[config.mk]
export PLATFORM = sky130hd
export DESIGN_NAME = sha256_message_digest
export DESIGN_NICKNAME = d
export VERILOG_FILES = /design/src/hdl/shamd_pkg.sv /design/src/hdl/shamd_front.sv /design/src/hdl/shamd_queue.sv /design/src/hdl/shamd_back.sv /design/src/hdl/sha256_message_digest.sv
export SDC_FILE = /design/constraint.sdc
export NUM_CORES = 2
export LEC_CHECK = 0
export ABC_AREA = 1
export BUFFER_PORTS_ARGS = -buffer_cell sky130_fd_sc_hd__clkbuf_2
export CAP_MARGIN = 40
export CORE_ASPECT_RATIO = 1.4
export CORE_UTILIZATION = 55
export CTS_CLUSTER_DIAMETER = 40
export DETAILED_ROUTE_END_ITERATION = 12
export HOLD_SLACK_MARGIN = 0.1
export PLACE_DENSITY_LB_ADDON = 0.25
export SLEW_MARGIN = 30
export SYNTH_ARGS = -nofsm -noshare
export SYNTH_HDL_FRONTEND = slang
export SYNTH_SLANG_ARGS = --single-unit
[constraint.sdc]
create_clock -name clk -period 40.7 [get_ports clk]
set_input_delay 6.105 -clock clk [delete_from_list [all_inputs] [get_ports clk]]
set_output_delay 6.105 -clock clk [all_outputs]
set_load 0.03 [all_outputs]
[src/hdl/shamd_pkg.sv]
`default_nettype none

package shamd_pkg;

  localparam int QueueDepth = 4;

  localparam logic [31:0] PadWord = 32'h8000_0000;

  localparam logic [31:0] InitHash [8] = '{
    32'h6a09e667, 32'hbb67ae85, 32'h3c6ef372, 32'ha54ff53a,
    32'h510e527f, 32'h9b05688c, 32'h1f83d9ab, 32'h5be0cd19
  };

  localparam logic [31:0] RoundK [64] = '{
    32'h428a2f98, 32'h71374491, 32'hb5c0fbcf, 32'he9b5dba5,
    32'h3956c25b, 32'h59f111f1, 32'h923f82a4, 32'hab1c5ed5,
    32'hd807aa98, 32'h12835b01, 32'h243185be, 32'h550c7dc3,
    32'h72be5d74, 32'h80deb1fe, 32'h9bdc06a7, 32'hc19bf174,
    32'he49b69c1, 32'hefbe4786, 32'h0fc19dc6, 32'h240ca1cc,
    32'h2de92c6f, 32'h4a7484aa, 32'h5cb0a9dc, 32'h76f988da,
    32'h983e5152, 32'ha831c66d, 32'hb00327c8, 32'hbf597fc7,
    32'hc6e00bf3, 32'hd5a79147, 32'h06ca6351, 32'h14292967,
    32'h27b70a85, 32'h2e1b2138, 32'h4d2c6dfc, 32'h53380d13,
    32'h650a7354, 32'h766a0abb, 32'h81c2c92e, 32'h92722c85,
    32'ha2bfe8a1, 32'ha81a664b, 32'hc24b8b70, 32'hc76c51a3,
    32'hd192e819, 32'hd6990624, 32'hf40e3585, 32'h106aa070,
    32'h19a4c116, 32'h1e376c08, 32'h2748774c, 32'h34b0bcb5,
    32'h391c0cb3, 32'h4ed8aa4a, 32'h5b9cca4f, 32'h682e6ff3,
    32'h748f82ee, 32'h78a5636f, 32'h84c87814, 32'h8cc70208,
    32'h90befffa, 32'ha4506ceb, 32'hbef9a3f7, 32'hc67178f2
  };

  typedef struct packed {
    logic [31:0] word;
    logic        is_last;
  } shamd_entry_t;

  typedef enum logic [1:0] {
    F_IDLE,
    F_PAD,
    F_ZERO,
    F_LENLO
  } shamd_front_state_t;

  typedef enum logic [1:0] {
    B_COLLECT,
    B_ROUND,
    B_ADD,
    B_DIGEST
  } shamd_back_state_t;

  function automatic logic [31:0] big_sigma0(logic [31:0] x);
    return {x[1:0], x[31:2]} ^ {x[12:0], x[31:13]} ^ {x[21:0], x[31:22]};
  endfunction

  function automatic logic [31:0] big_sigma1(logic [31:0] x);
    return {x[5:0], x[31:6]} ^ {x[10:0], x[31:11]} ^ {x[24:0], x[31:25]};
  endfunction

  function automatic logic [31:0] small_sigma0(logic [31:0] x);
    return {x[6:0], x[31:7]} ^ {x[17:0], x[31:18]} ^ {3'b000, x[31:3]};
  endfunction

  function automatic logic [31:0] small_sigma1(logic [31:0] x);
    return {x[16:0], x[31:17]} ^ {x[18:0], x[31:19]} ^ {10'd0, x[31:10]};
  endfunction

endpackage

`default_nettype wire

[src/hdl/shamd_front.sv]
`default_nettype none

module shamd_front
  import shamd_pkg::*;
(
  input  wire logic         clk,
  input  wire logic         rst_n,
  input  wire logic         in_valid,
  output logic              in_stall,
  input  wire logic [31:0]  in_data_word,
  input  wire logic [2:0]   in_valid_bytes,
  input  wire logic         in_last_word,
  output logic              q_push,
  output shamd_entry_t      q_entry,
  input  wire logic         q_full
);

  shamd_front_state_t state_r, state_nxt;
  logic [63:0]        bitlen_r, bitlen_nxt;
  logic [3:0]         slot_r, slot_nxt;
  logic [2:0]         nbytes;
  logic [31:0]        keep_mask;
  logic [31:0]        pad_bit;

  assign nbytes   = (in_valid_bytes > 3'd4) ? 3'd4 : in_valid_bytes;
  assign in_stall = (state_r != F_IDLE) || q_full;

  always_comb begin
    unique case (nbytes[1:0])
      2'd0: begin
        keep_mask = 32'h0000_0000;
        pad_bit   = 32'h8000_0000;
      end
      2'd1: begin
        keep_mask = 32'hff00_0000;
        pad_bit   = 32'h0080_0000;
      end
      2'd2: begin
        keep_mask = 32'hffff_0000;
        pad_bit   = 32'h0000_8000;
      end
      2'd3: begin
        keep_mask = 32'hffff_ff00;
        pad_bit   = 32'h0000_0080;
      end
    endcase
  end

  always_comb begin
    state_nxt        = state_r;
    bitlen_nxt       = bitlen_r;
    slot_nxt         = slot_r;
    q_push           = 1'b0;
    q_entry.word     = '0;
    q_entry.is_last  = 1'b0;
    unique case (state_r)
      F_IDLE: begin
        if (in_valid && !q_full) begin
          q_push   = 1'b1;
          slot_nxt = slot_r + 4'd1;
          if (!in_last_word) begin
            q_entry.word = in_data_word;
            bitlen_nxt   = bitlen_r + 64'd32;
          end else begin
            bitlen_nxt = bitlen_r + {58'd0, nbytes, 3'd0};
            if (nbytes == 3'd4) begin
              q_entry.word = in_data_word;
              state_nxt    = F_PAD;
            end else begin
              q_entry.word = (in_data_word & keep_mask) | pad_bit;
              state_nxt    = F_ZERO;
            end
          end
        end
      end
      F_PAD: begin
        if (!q_full) begin
          q_push       = 1'b1;
          q_entry.word = PadWord;
          slot_nxt     = slot_r + 4'd1;
          state_nxt    = F_ZERO;
        end
      end
      F_ZERO: begin
        if (!q_full) begin
          q_push   = 1'b1;
          slot_nxt = slot_r + 4'd1;
          if (slot_r == 4'd14) begin
            q_entry.word = bitlen_r[63:32];
            state_nxt    = F_LENLO;
          end
        end
      end
      F_LENLO: begin
        if (!q_full) begin
          q_push          = 1'b1;
          q_entry.word    = bitlen_r[31:0];
          q_entry.is_last = 1'b1;
          slot_nxt        = slot_r + 4'd1;
          bitlen_nxt      = '0;
          state_nxt       = F_IDLE;
        end
      end
    endcase
  end

  always_ff @(posedge clk) begin
    if (!rst_n) begin
      state_r  <= F_IDLE;
      bitlen_r <= '0;
      slot_r   <= '0;
    end else begin
      state_r  <= state_nxt;
      bitlen_r <= bitlen_nxt;
      slot_r   <= slot_nxt;
    end
  end

endmodule

`default_nettype wire

[src/hdl/shamd_queue.sv]
`default_nettype none

module shamd_queue
  import shamd_pkg::*;
#(
  parameter int DEPTH = QueueDepth
) (
  input  wire logic         clk,
  input  wire logic         rst_n,
  input  wire logic         push,
  input  wire shamd_entry_t push_entry,
  output logic              full,
  input  wire logic         pop,
  output shamd_entry_t      pop_entry,
  output logic              not_empty
);

  localparam int PtrW = $clog2(DEPTH);
  localparam int CntW = $clog2(DEPTH + 1);

  shamd_entry_t    mem_r [DEPTH];
  logic [PtrW-1:0] wr_ptr_r, rd_ptr_r;
  logic [CntW-1:0] count_r;
  logic            do_push, do_pop;

  assign full      = (count_r == CntW'(DEPTH));
  assign not_empty = (count_r != '0);
  assign do_push   = push && !full;
  assign do_pop    = pop && not_empty;
  assign pop_entry = mem_r[rd_ptr_r];

  always_ff @(posedge clk) begin
    if (do_push) begin
      mem_r[wr_ptr_r] <= push_entry;
    end
  end

  always_ff @(posedge clk) begin
    if (!rst_n) begin
      wr_ptr_r <= '0;
      rd_ptr_r <= '0;
      count_r  <= '0;
    end else begin
      if (do_push) begin
        wr_ptr_r <= (wr_ptr_r == PtrW'(DEPTH - 1)) ? '0 : wr_ptr_r + PtrW'(1);
      end
      if (do_pop) begin
        rd_ptr_r <= (rd_ptr_r == PtrW'(DEPTH - 1)) ? '0 : rd_ptr_r + PtrW'(1);
      end
      if (do_push && !do_pop) begin
        count_r <= count_r + CntW'(1);
      end else if (do_pop && !do_push) begin
        count_r <= count_r - CntW'(1);
      end
    end
  end

  a_count_bound: assert property (@(posedge clk) disable iff (!rst_n)
    count_r <= CntW'(DEPTH))
    else $error("queue count beyond depth");

  a_no_push_full: assert property (@(posedge clk) disable iff (!rst_n)
    push |-> !full)
    else $error("word pushed into a full queue");

endmodule

`default_nettype wire

[src/hdl/shamd_back.sv]
`default_nettype none

module shamd_back
  import shamd_pkg::*;
(
  input  wire logic         clk,
  input  wire logic         rst_n,
  input  wire logic         q_valid,
  input  wire shamd_entry_t q_entry,
  output logic              q_pop,
  output logic              out_valid,
  input  wire logic         out_stall,
  output logic [31:0]       out_digest_word,
  output logic              out_digest_last
);

  shamd_back_state_t state_r, state_nxt;
  logic [31:0] win_r  [16];
  logic [31:0] win_nxt [16];
  logic [31:0] hash_r [8];
  logic [31:0] hash_nxt [8];
  logic [31:0] work_r [8];
  logic [31:0] work_nxt [8];
  logic [3:0]  cnt_r, cnt_nxt;
  logic [5:0]  rnd_r, rnd_nxt;
  logic [2:0]  idx_r, idx_nxt;
  logic        is_last_r, is_last_nxt;
  logic        out_valid_r, out_valid_nxt;
  logic [31:0] out_word_r, out_word_nxt;
  logic        out_last_r, out_last_nxt;
  logic [31:0] t1, t2, ch, maj, w_new;
  logic        load_out;

  assign out_valid       = out_valid_r;
  assign out_digest_word = out_word_r;
  assign out_digest_last = out_last_r;
  assign load_out        = !out_valid_r || !out_stall;

  assign ch    = (work_r[4] & work_r[5]) ^ (~work_r[4] & work_r[6]);
  assign maj   = (work_r[0] & work_r[1]) ^ (work_r[0] & work_r[2]) ^ (work_r[1] & work_r[2]);
  assign t1    = work_r[7] + big_sigma1(work_r[4]) + ch + RoundK[rnd_r] + win_r[0];
  assign t2    = big_sigma0(work_r[0]) + maj;
  assign w_new = small_sigma1(win_r[14]) + win_r[9] + small_sigma0(win_r[1]) + win_r[0];

  always_comb begin
    state_nxt     = state_r;
    win_nxt       = win_r;
    hash_nxt      = hash_r;
    work_nxt      = work_r;
    cnt_nxt       = cnt_r;
    rnd_nxt       = rnd_r;
    idx_nxt       = idx_r;
    is_last_nxt   = is_last_r;
    out_valid_nxt = out_valid_r && out_stall;
    out_word_nxt  = out_word_r;
    out_last_nxt  = out_last_r;
    q_pop         = 1'b0;
    unique case (state_r)
      B_COLLECT: begin
        if (q_valid) begin
          q_pop = 1'b1;
          for (int i = 0; i < 15; i++) begin
            win_nxt[i] = win_r[i+1];
          end
          win_nxt[15] = q_entry.word;
          cnt_nxt     = cnt_r + 4'd1;
          if (cnt_r == 4'd15) begin
            is_last_nxt = q_entry.is_last;
            work_nxt    = hash_r;
            rnd_nxt     = '0;
            state_nxt   = B_ROUND;
          end
        end
      end
      B_ROUND: begin
        for (int i = 0; i < 15; i++) begin
          win_nxt[i] = win_r[i+1];
        end
        win_nxt[15] = w_new;
        work_nxt[7] = work_r[6];
        work_nxt[6] = work_r[5];
        work_nxt[5] = work_r[4];
        work_nxt[4] = work_r[3] + t1;
        work_nxt[3] = work_r[2];
        work_nxt[2] = work_r[1];
        work_nxt[1] = work_r[0];
        work_nxt[0] = t1 + t2;
        rnd_nxt     = rnd_r + 6'd1;
        if (rnd_r == 6'd63) begin
          state_nxt = B_ADD;
        end
      end
      B_ADD: begin
        for (int i = 0; i < 8; i++) begin
          hash_nxt[i] = hash_r[i] + work_r[i];
        end
        if (is_last_r) begin
          idx_nxt   = '0;
          state_nxt = B_DIGEST;
        end else begin
          state_nxt = B_COLLECT;
        end
      end
      B_DIGEST: begin
        if (load_out) begin
          out_valid_nxt = 1'b1;
          out_word_nxt  = hash_r[idx_r];
          out_last_nxt  = (idx_r == 3'd7);
          idx_nxt       = idx_r + 3'd1;
          if (idx_r == 3'd7) begin
            hash_nxt  = InitHash;
            state_nxt = B_COLLECT;
          end
        end
      end
    endcase
  end

  always_ff @(posedge clk) begin
    win_r      <= win_nxt;
    is_last_r  <= is_last_nxt;
    out_word_r <= out_word_nxt;
    out_last_r <= out_last_nxt;
  end

  always_ff @(posedge clk) begin
    if (!rst_n) begin
      state_r     <= B_COLLECT;
      hash_r      <= InitHash;
      work_r      <= '{default: '0};
      cnt_r       <= '0;
      rnd_r       <= '0;
      idx_r       <= '0;
      out_valid_r <= 1'b0;
    end else begin
      state_r     <= state_nxt;
      hash_r      <= hash_nxt;
      work_r      <= work_nxt;
      cnt_r       <= cnt_nxt;
      rnd_r       <= rnd_nxt;
      idx_r       <= idx_nxt;
      out_valid_r <= out_valid_nxt;
    end
  end

  a_rounds_end: assert property (@(posedge clk) disable iff (!rst_n)
    (state_r == B_ROUND && rnd_r == 6'd63) |=> state_r == B_ADD)
    else $error("compression did not end after the final round");

  a_block_aligned: assert property (@(posedge clk) disable iff (!rst_n)
    (state_r == B_ADD && !is_last_r) |=> (state_r == B_COLLECT && cnt_r == 4'd0))
    else $error("word count not aligned to a block boundary");

  a_hash_restart: assert property (@(posedge clk) disable iff (!rst_n)
    (state_r == B_DIGEST && state_nxt == B_COLLECT)
      |=> (hash_r[0] == InitHash[0] && hash_r[7] == InitHash[7]))
    else $error("hash state not restored after the digest");

endmodule

`default_nettype wire

[src/hdl/sha256_message_digest.sv]
// Channel  Direction  Ports                                                 Handshake
// in       input      in_data_word[32] in_valid_bytes[3] in_last_word[1]    in_valid/in_stall
// out      output     out_digest_word[32] out_digest_last[1]                out_valid/out_stall
//
// The back end handles a block of sixteen words in steps: it collects them, runs 64 rounds and
// adds the result into the hash state, and it pops no words from the queue while it rounds or adds.
// A last word adds up to 18 padding words from the front end, then eight digest beats.
// Reset is synchronous and active low and restores the initial hash values at once.
// The front end keeps taking words into the queue, until it is full, while the back end compresses
// or waits on a stalled digest beat.
`default_nettype none

module sha256_message_digest
  import shamd_pkg::*;
#(
  parameter int QUEUE_DEPTH = QueueDepth
) (
  input  wire logic        clk,
  input  wire logic        rst_n,
  input  wire logic        in_valid,
  output logic             in_stall,
  input  wire logic [31:0] in_data_word,
  input  wire logic [2:0]  in_valid_bytes,
  input  wire logic        in_last_word,
  output logic             out_valid,
  input  wire logic        out_stall,
  output logic [31:0]      out_digest_word,
  output logic             out_digest_last
);

  logic         q_push;
  logic         q_full;
  logic         q_pop;
  logic         q_valid;
  shamd_entry_t q_push_entry;
  shamd_entry_t q_pop_entry;

  shamd_front u_front (
    .clk            (clk),
    .rst_n          (rst_n),
    .in_valid       (in_valid),
    .in_stall       (in_stall),
    .in_data_word   (in_data_word),
    .in_valid_bytes (in_valid_bytes),
    .in_last_word   (in_last_word),
    .q_push         (q_push),
    .q_entry        (q_push_entry),
    .q_full         (q_full)
  );

  shamd_queue #(
    .DEPTH (QUEUE_DEPTH)
  ) u_queue (
    .clk        (clk),
    .rst_n      (rst_n),
    .push       (q_push),
    .push_entry (q_push_entry),
    .full       (q_full),
    .pop        (q_pop),
    .pop_entry  (q_pop_entry),
    .not_empty  (q_valid)
  );

  shamd_back u_back (
    .clk             (clk),
    .rst_n           (rst_n),
    .q_valid         (q_valid),
    .q_entry         (q_pop_entry),
    .q_pop           (q_pop),
    .out_valid       (out_valid),
    .out_stall       (out_stall),
    .out_digest_word (out_digest_word),
    .out_digest_last (out_digest_last)
  );

endmodule

`default_nettype wire
# Yosys cells after proc, flatten, opt, wreduce, memory -nomap -nowiden
# Memory sizes are Yosys's and may differ from the RTL's. A register that Yosys moved wholly into a read port is not among the register bits.
# Cells that the tools add are included.
# classes
addsub	28
multipliers	0
div_mod_pow	0
order_cmp	3
n_eq_ne	30
shift	0
muxes	68
bitwise_logic	21
reduce_logical	34
# op_table
op	count
$mux W256	4
$pmux W256 S2	2
$pmux W512 S2	1
$add A32 B32 Y32	18
$mux W512	1
$pmux W32 S4	3
$mux W32	10
$xor A32 B32 Y32	9
$and A32 B32 Y32	6
$mux W64	3
$pmux W64 S2	1
$bmux W32 S3	1
$add A64 B6 Y64	1
$add A64 B6 Y64 const B	1
$mux W2	17
$mux W33	1
$not A32 Y32	1
$or A32 B32 Y32	1
$xor A32 B22 Y32	1
$xor A32 B29 Y32	1
$eq A2 B2 Y1 const B	8
$pmux W2 S4	2
$mux W3	5
$reduce_and A3 Y1	5
other kinds (33)	81
# word_totals
regBits	1151
latch_bits	0
ram_bits	132
rom_bits	2048
input_bits	40
out_inout_bits	35
wordCells	232
memories	2
# memory_table
name	depth	word_bits	read_ports	rd_ports_with_merged_regs	write_ports	line	text
(no name shown)	64	32	1	0	0	shamd_back.sv:41	assign t1 = work_r[7] + big_sigma1(work_r[4]) + ch + RoundK[rnd_r] + win_r[0];
u_queue.mem_r	4	33	1	1	1	shamd_queue.sv:21	shamd_entry_t mem_r [DEPTH];

# Logic depth before layout (Yosys ltp)
# logic_depth
ltp_word	10
mapped_depth	49
mapped_depth_nobuf	47

# Modules after synthesis
# Synthesis repeated with hierarchy kept, for this count alone.
# unflattened
hier_cells	9963
area_unflattened_um2	80718.7
# by_module_without_submodules
mod	instances	cells_per_inst	area_per_inst_um2	seq_area_each_um2
shamd_back	1	8635	69832.0	26965.9
shamd_front	1	938	5471.5	1341.3
shamd_queue	1	390	5415.2	4144.0

# Worst setup path before layout
# No wires, ideal clock.
# synth_timing
path_type	reg-to-reg
startpoint	reg u_back.state_r[0]
endpoint	reg u_back.win_r[0] in the netlist's numbering (enable)
setup_time_ps	3653
t_arrival_ps	9569
t_required_ps	37047
path_slack_ps	27478
path_stages_with_launch	8
path_buffers	3
synth_period_minus_slack_ps	13222
path_cell_list	dfxtp_1 buf_2 inv_2 nor2_2 inv_2 clkbuf_1 buf_1 nand2_1
# synth_via
elab_chain_cells	3
elab_cells_between_ends	5
classes_between	eq/ne: 2; reduce/logical: 3
# synth_lines
element	line	text
from (decl)	shamd_back.sv:17	shamd_back_state_t state_r, state_nxt;
from (signal assigned)	shamd_back.sv:136	state_r <= state_nxt;
$eq A2 B1 Y1 / $logic_not A2 Y1 (equally long branches)	shamd_back.sv:58	unique case (state_r)
$reduce_bool A2 Y1 (no source line) / $ne A2 B2 Y1 (equally long branches)	n/a	
$reduce_and A2 Y1 (no source line) *	n/a	
to (signal assigned)	shamd_back.sv:120	win_r <= win_nxt;
to (decl)	shamd_back.sv:18	logic [31:0] win_r [16];
# Every way passes the cells marked *; elsewhere a longest branch is shown, timed or not.
# A chain may end at the register's enable or synchronous reset.

# Worst setup path after layout
# layout_timing
startpoint	reg u_back.rnd_r[0]
endpoint	reg u_back.work_r[245] in the netlist's numbering
# layout_via
elab_chain_cells	8
# layout_lines
element	line	text
from (decl)	shamd_back.sv:25	logic [5:0] rnd_r, rnd_nxt;
from (signal assigned)	shamd_back.sv:140	rnd_r <= rnd_nxt;
$not A6 Y7 (implied by the code)	shamd_back.sv:41	
$mem_v2 Z64 W32	n/a	
$mux W32 (implied by the code) (2 in series)	shamd_back.sv:41	
$add A32 B32 Y32 (2 in series)	shamd_back.sv:41	
$add A32 B32 Y32	shamd_back.sv:87	work_nxt[0] = t1 + t2;
$pmux W256 S2	shamd_back.sv:58	
to (signal assigned)	shamd_back.sv:138	work_r <= work_nxt;
to (decl)	shamd_back.sv:22	logic [31:0] work_r [8];
# Every way passes these cells. The select of a mux whose other input is x is not followed.

==> results.txt <==
result of the run - finished, final reports clean
crit share post-route - 22.75%
XOR/XNOR share of the synthesized area - 4.155%
Final TNS setup - 0 ns
critical path start-end classification - register to register
routed vias/inst - 6.434
max-slew violations - 0
post-synthesis instance area - 80950 sq um
largest vdd supply drop - 0.0001717 V
floorplan row count - 166
power density cells - 88.05 nW/um^2
area share of fa/ha/maj cells after synthesis - 11.26%
number of antenna violations at the first check in global routing - 14
Synth Warn # - 0
critical path data required time - 41.44 ns
number of standard cells after synthesis - 10170
ANT nets after route - 0
wire length of the first global-routing pass - 497.6 mm
total wirelength of the detailed-routed design - 345.5 mm
1st-iter DRT viols - 10560
post-DR wirelength/cell - 28.40 microns
EDFF count, synth - 678
commonest cells in the synthesized netlist - sky130_fd_sc_hd__nand2_1 (2042), sky130_fd_sc_hd__inv_1 (1125), sky130_fd_sc_hd__a21oi_1 (1008), sky130_fd_sc_hd__o21ai_0 (1002), sky130_fd_sc_hd__nor2_1 (767)
GR Util All Layers - 45.55%
Final #Nets - 10740
Leak Pwr - 37.02 nW
clock tree from TritonCTS - yes
final HPWL from detailed placement - 255.7 mm
worst stage delay on the critical path - 0.70 ns
final non-filler cell total - 12170
ranking of synthesized cells by area - sky130_fd_sc_hd__edfxtp_1 (25%), sky130_fd_sc_hd__dfxtp_1 (15%), sky130_fd_sc_hd__nand2_1 (9.5%), sky130_fd_sc_hd__ha_1 (6.4%), sky130_fd_sc_hd__a21oi_1 (6.2%)
Yosys top cell by area - sky130_fd_sc_hd__edfxtp_1
number of global-route vias before repair - 75070
number of gates given a new drive strength after cts - 0
multiplexer share of the synthesized area - 0%
area added between synthesis and finish - 10.03%
Clk Tree Root Cell - sky130_fd_sc_hd__clkbuf_16
Compound-Gate Fraction of Synth Area - 18.76%
CP max stage cell - sky130_fd_sc_hd__dfxtp_1
source-to-sink clock delay at the later pin of the worst-skew pair - 0.85 ns
Final Wtd Congestion - 1.087
height of the chip - 455.9 microns
Congestion Overflow GR - 0
die span in x - 326.2 microns
average instance area after synthesis - 7.956 sq um
Fin. Hold Viols - 0
fmax - 108.0 MHz
share of post-route cells with drive strength above 1 - 5.602%
most common cell in the netlist - sky130_fd_sc_hd__nand2_1
residual DRC count - 0
capturing element type of the critical path - register
pin count of the biggest net entering global routing - 157
clock-pin transition on the worst setup and hold timing paths - 0.07 ns
Core ar. - 146200 sq um
startpoint class of the critical path - register
simple-gate share of the synthesized area - 18.34%
portion of the post-synthesis area used by sequential elements - 40.09%
combinational family with the most area after synthesis - compound AO/OA/AOI/OAI gates
critical path arrival - 10.00 ns
Post-CTS Setup Repair Bufs - 0
number of failing setup endpoints in the final timing report - 0
Hold Buf Count CTS - 0
share of the synthesized area in the top cell type - 25.15%
routed vias - 78280
critical path buffer and inverter count - 8
sink count of the clock tree - 1282
FFs w/ async S/R, synth - 0%
class of the tightest hold or removal check - register to register
Max H-tree Level - 4
Slew headroom - 31.09%
Synth Net Count - 10820
number of top-level pins - 75
distinct cell type count of the synthesized netlist - 69
Starting Density - 55.36%
Fin Clk Skew - 0.05614 ns
critical path's top delay family - adder cells
cell total after placement - 11830
number of search-and-repair iterations in the first detailed-routing pass - 9
Primary FF master, synth - sky130_fd_sc_hd__edfxtp_1
slew of the pin with the lowest slew margin - 1.034 ns
maximum net fanout on the critical path - 14
Max clock buf depth - 3
maxcap violations - 0
synthesis-stage register bit count - 1282
CP most frequent cell - sky130_fd_sc_hd__inv_1
overall die area - 148700 sq um
post-route minimum period - 9.258 ns
CTS Buf Count - 160
count of input and output buffers - 74
RSZ-0062 raised after global routing - no
## per-layer routing
| metal | GRT usage, % | wire length [microns] | part of all wire [%] |
|---|---|---|---|
| met5 | 0 | 45 | 0.013 |
| met4 | 38.63 | 35700 | 10 |
| met3 | 12.14 | 38570 | 11 |
| met2 | 70.24 | 151600 | 44 |
| met1 | 52.61 | 119600 | 35 |
## cell usage in the layout, fill, tap and decap left out, types with 18 or more instances in the layout
cell type and n:
sky130_fd_sc_hd__o22ai_1 71, sky130_fd_sc_hd__a21oi_1 1007, sky130_fd_sc_hd__o21a_1 25, sky130_fd_sc_hd__clkbuf_2 77, sky130_fd_sc_hd__a21boi_0 22, sky130_fd_sc_hd__inv_6 18, sky130_fd_sc_hd__o21ai_0 987, sky130_fd_sc_hd__nand4_1 100
sky130_fd_sc_hd__or2_2 38, sky130_fd_sc_hd__nand3_1 423, sky130_fd_sc_hd__nor2_1 760, sky130_fd_sc_hd__inv_1 1120, sky130_fd_sc_hd__buf_4 66, sky130_fd_sc_hd__xor2_1 232, sky130_fd_sc_hd__o21bai_1 61, sky130_fd_sc_hd__nor4_1 32
sky130_fd_sc_hd__o21ai_1 28, sky130_fd_sc_hd__ha_1 413, sky130_fd_sc_hd__a211oi_1 20, sky130_fd_sc_hd__nand2_1 2040, sky130_fd_sc_hd__nand3b_1 18, sky130_fd_sc_hd__clkbuf_16 161, sky130_fd_sc_hd__o211ai_1 47, sky130_fd_sc_hd__xnor2_1 151
sky130_fd_sc_hd__fa_1 197, sky130_fd_sc_hd__clkinv_2 18, sky130_fd_sc_hd__edfxtp_1 678, sky130_fd_sc_hd__a31oi_1 276, sky130_fd_sc_hd__a21o_1 67, sky130_fd_sc_hd__o221ai_1 30, sky130_fd_sc_hd__nor3_1 134, sky130_fd_sc_hd__dfxtp_1 601
## cell type report
cell class | count | area (sq um)
tap | 1932 | 2417
multi-input combinational | 7320 | 42620
clock inverter | 119 | 1435
clock buffer | 178 | 4143
fill | 12920 | 57160
antenna | 6 | 15.01
timing repair buffer | 189 | 1659
sequential | 1282 | 32460
inverter | 1140 | 4318
## power by group
part / switching (mW) / internal [mW] / total, mW
Sequential: 0.261 / 1.87 / 2.13
Combinational: 2.86 / 1.37 / 4.23
Clock: 0.656 / 0.824 / 1.48
Total: 3.78 / 4.06 / 7.84
## worst paths after layout
check / startpoint / endpoint / slack, ns / cells past startpoint
worst max-delay path: u_back.rnd_r[0]$_SDFFE_PN0P_ / u_back.work_r[245]$_SDFFE_PN0P_ / 31.44 / 37
worst min-delay path: u_back.win_r[185]$_DFFE_PP_ / u_back.win_r[217]$_DFFE_PP_ / 0.38 / 0
worst max register to register: u_back.rnd_r[0]$_SDFFE_PN0P_ / u_back.work_r[245]$_SDFFE_PN0P_ / 31.44 / 37
worst min register to register: u_back.win_r[185]$_DFFE_PP_ / u_back.win_r[217]$_DFFE_PP_ / 0.38 / 0
## stage by stage
step	utilization [%]	setup WS (ns)	hold slack [ns]	total power, mW	cell area [sq um]
2_1_floorplan	-	27.48	0.4003	4.923	80950
3_3_place_gp	56.55	31.59	0.4003	6.073	82690
3_5_place_dp	56.79	31.69	0.4045	6.163	83040
4_1_cts	60.61	31.71	0.3630	7.704	88620
5_1_grt	60.90	30.95	0.3701	8.295	89050
6_report	60.91	31.44	0.3764	7.842	89060
## logic make-up after synthesis
kind of cell	count (synthesis)
XOR/XNOR	384
AO/OA/AOI/OAI	2735
buffers and inverters	1572
adder cells (fa/ha/maj)	610
flip-flops	1282
AND/OR/NAND/NOR	3591
## flip-flops by register name (all words and copies together), names as in the netlist, named ones only
| signal | cells |
|---|---|
| u_back.out_digest_last | 1 |
| u_back.cnt_r | 4 |
| u_back.work_r | 256 |
| u_back.out_valid | 1 |
| u_back.win_r | 512 |
| u_back.state_r | 2 |
| u_back.out_digest_word | 32 |
| u_front.bitlen_r | 61 |
| u_queue.mem_r | 132 |
| u_back.is_last_r | 1 |
| u_queue.count_r | 3 |
| u_back.idx_r | 3 |
| u_front.slot_r | 4 |
| u_front.state_r | 2 |
| u_queue.wr_ptr_r | 2 |
| u_back.hash_r | 256 |
| u_queue.rd_ptr_r | 2 |
| u_back.rnd_r | 6 |
(Power assumes the default switching activity.)
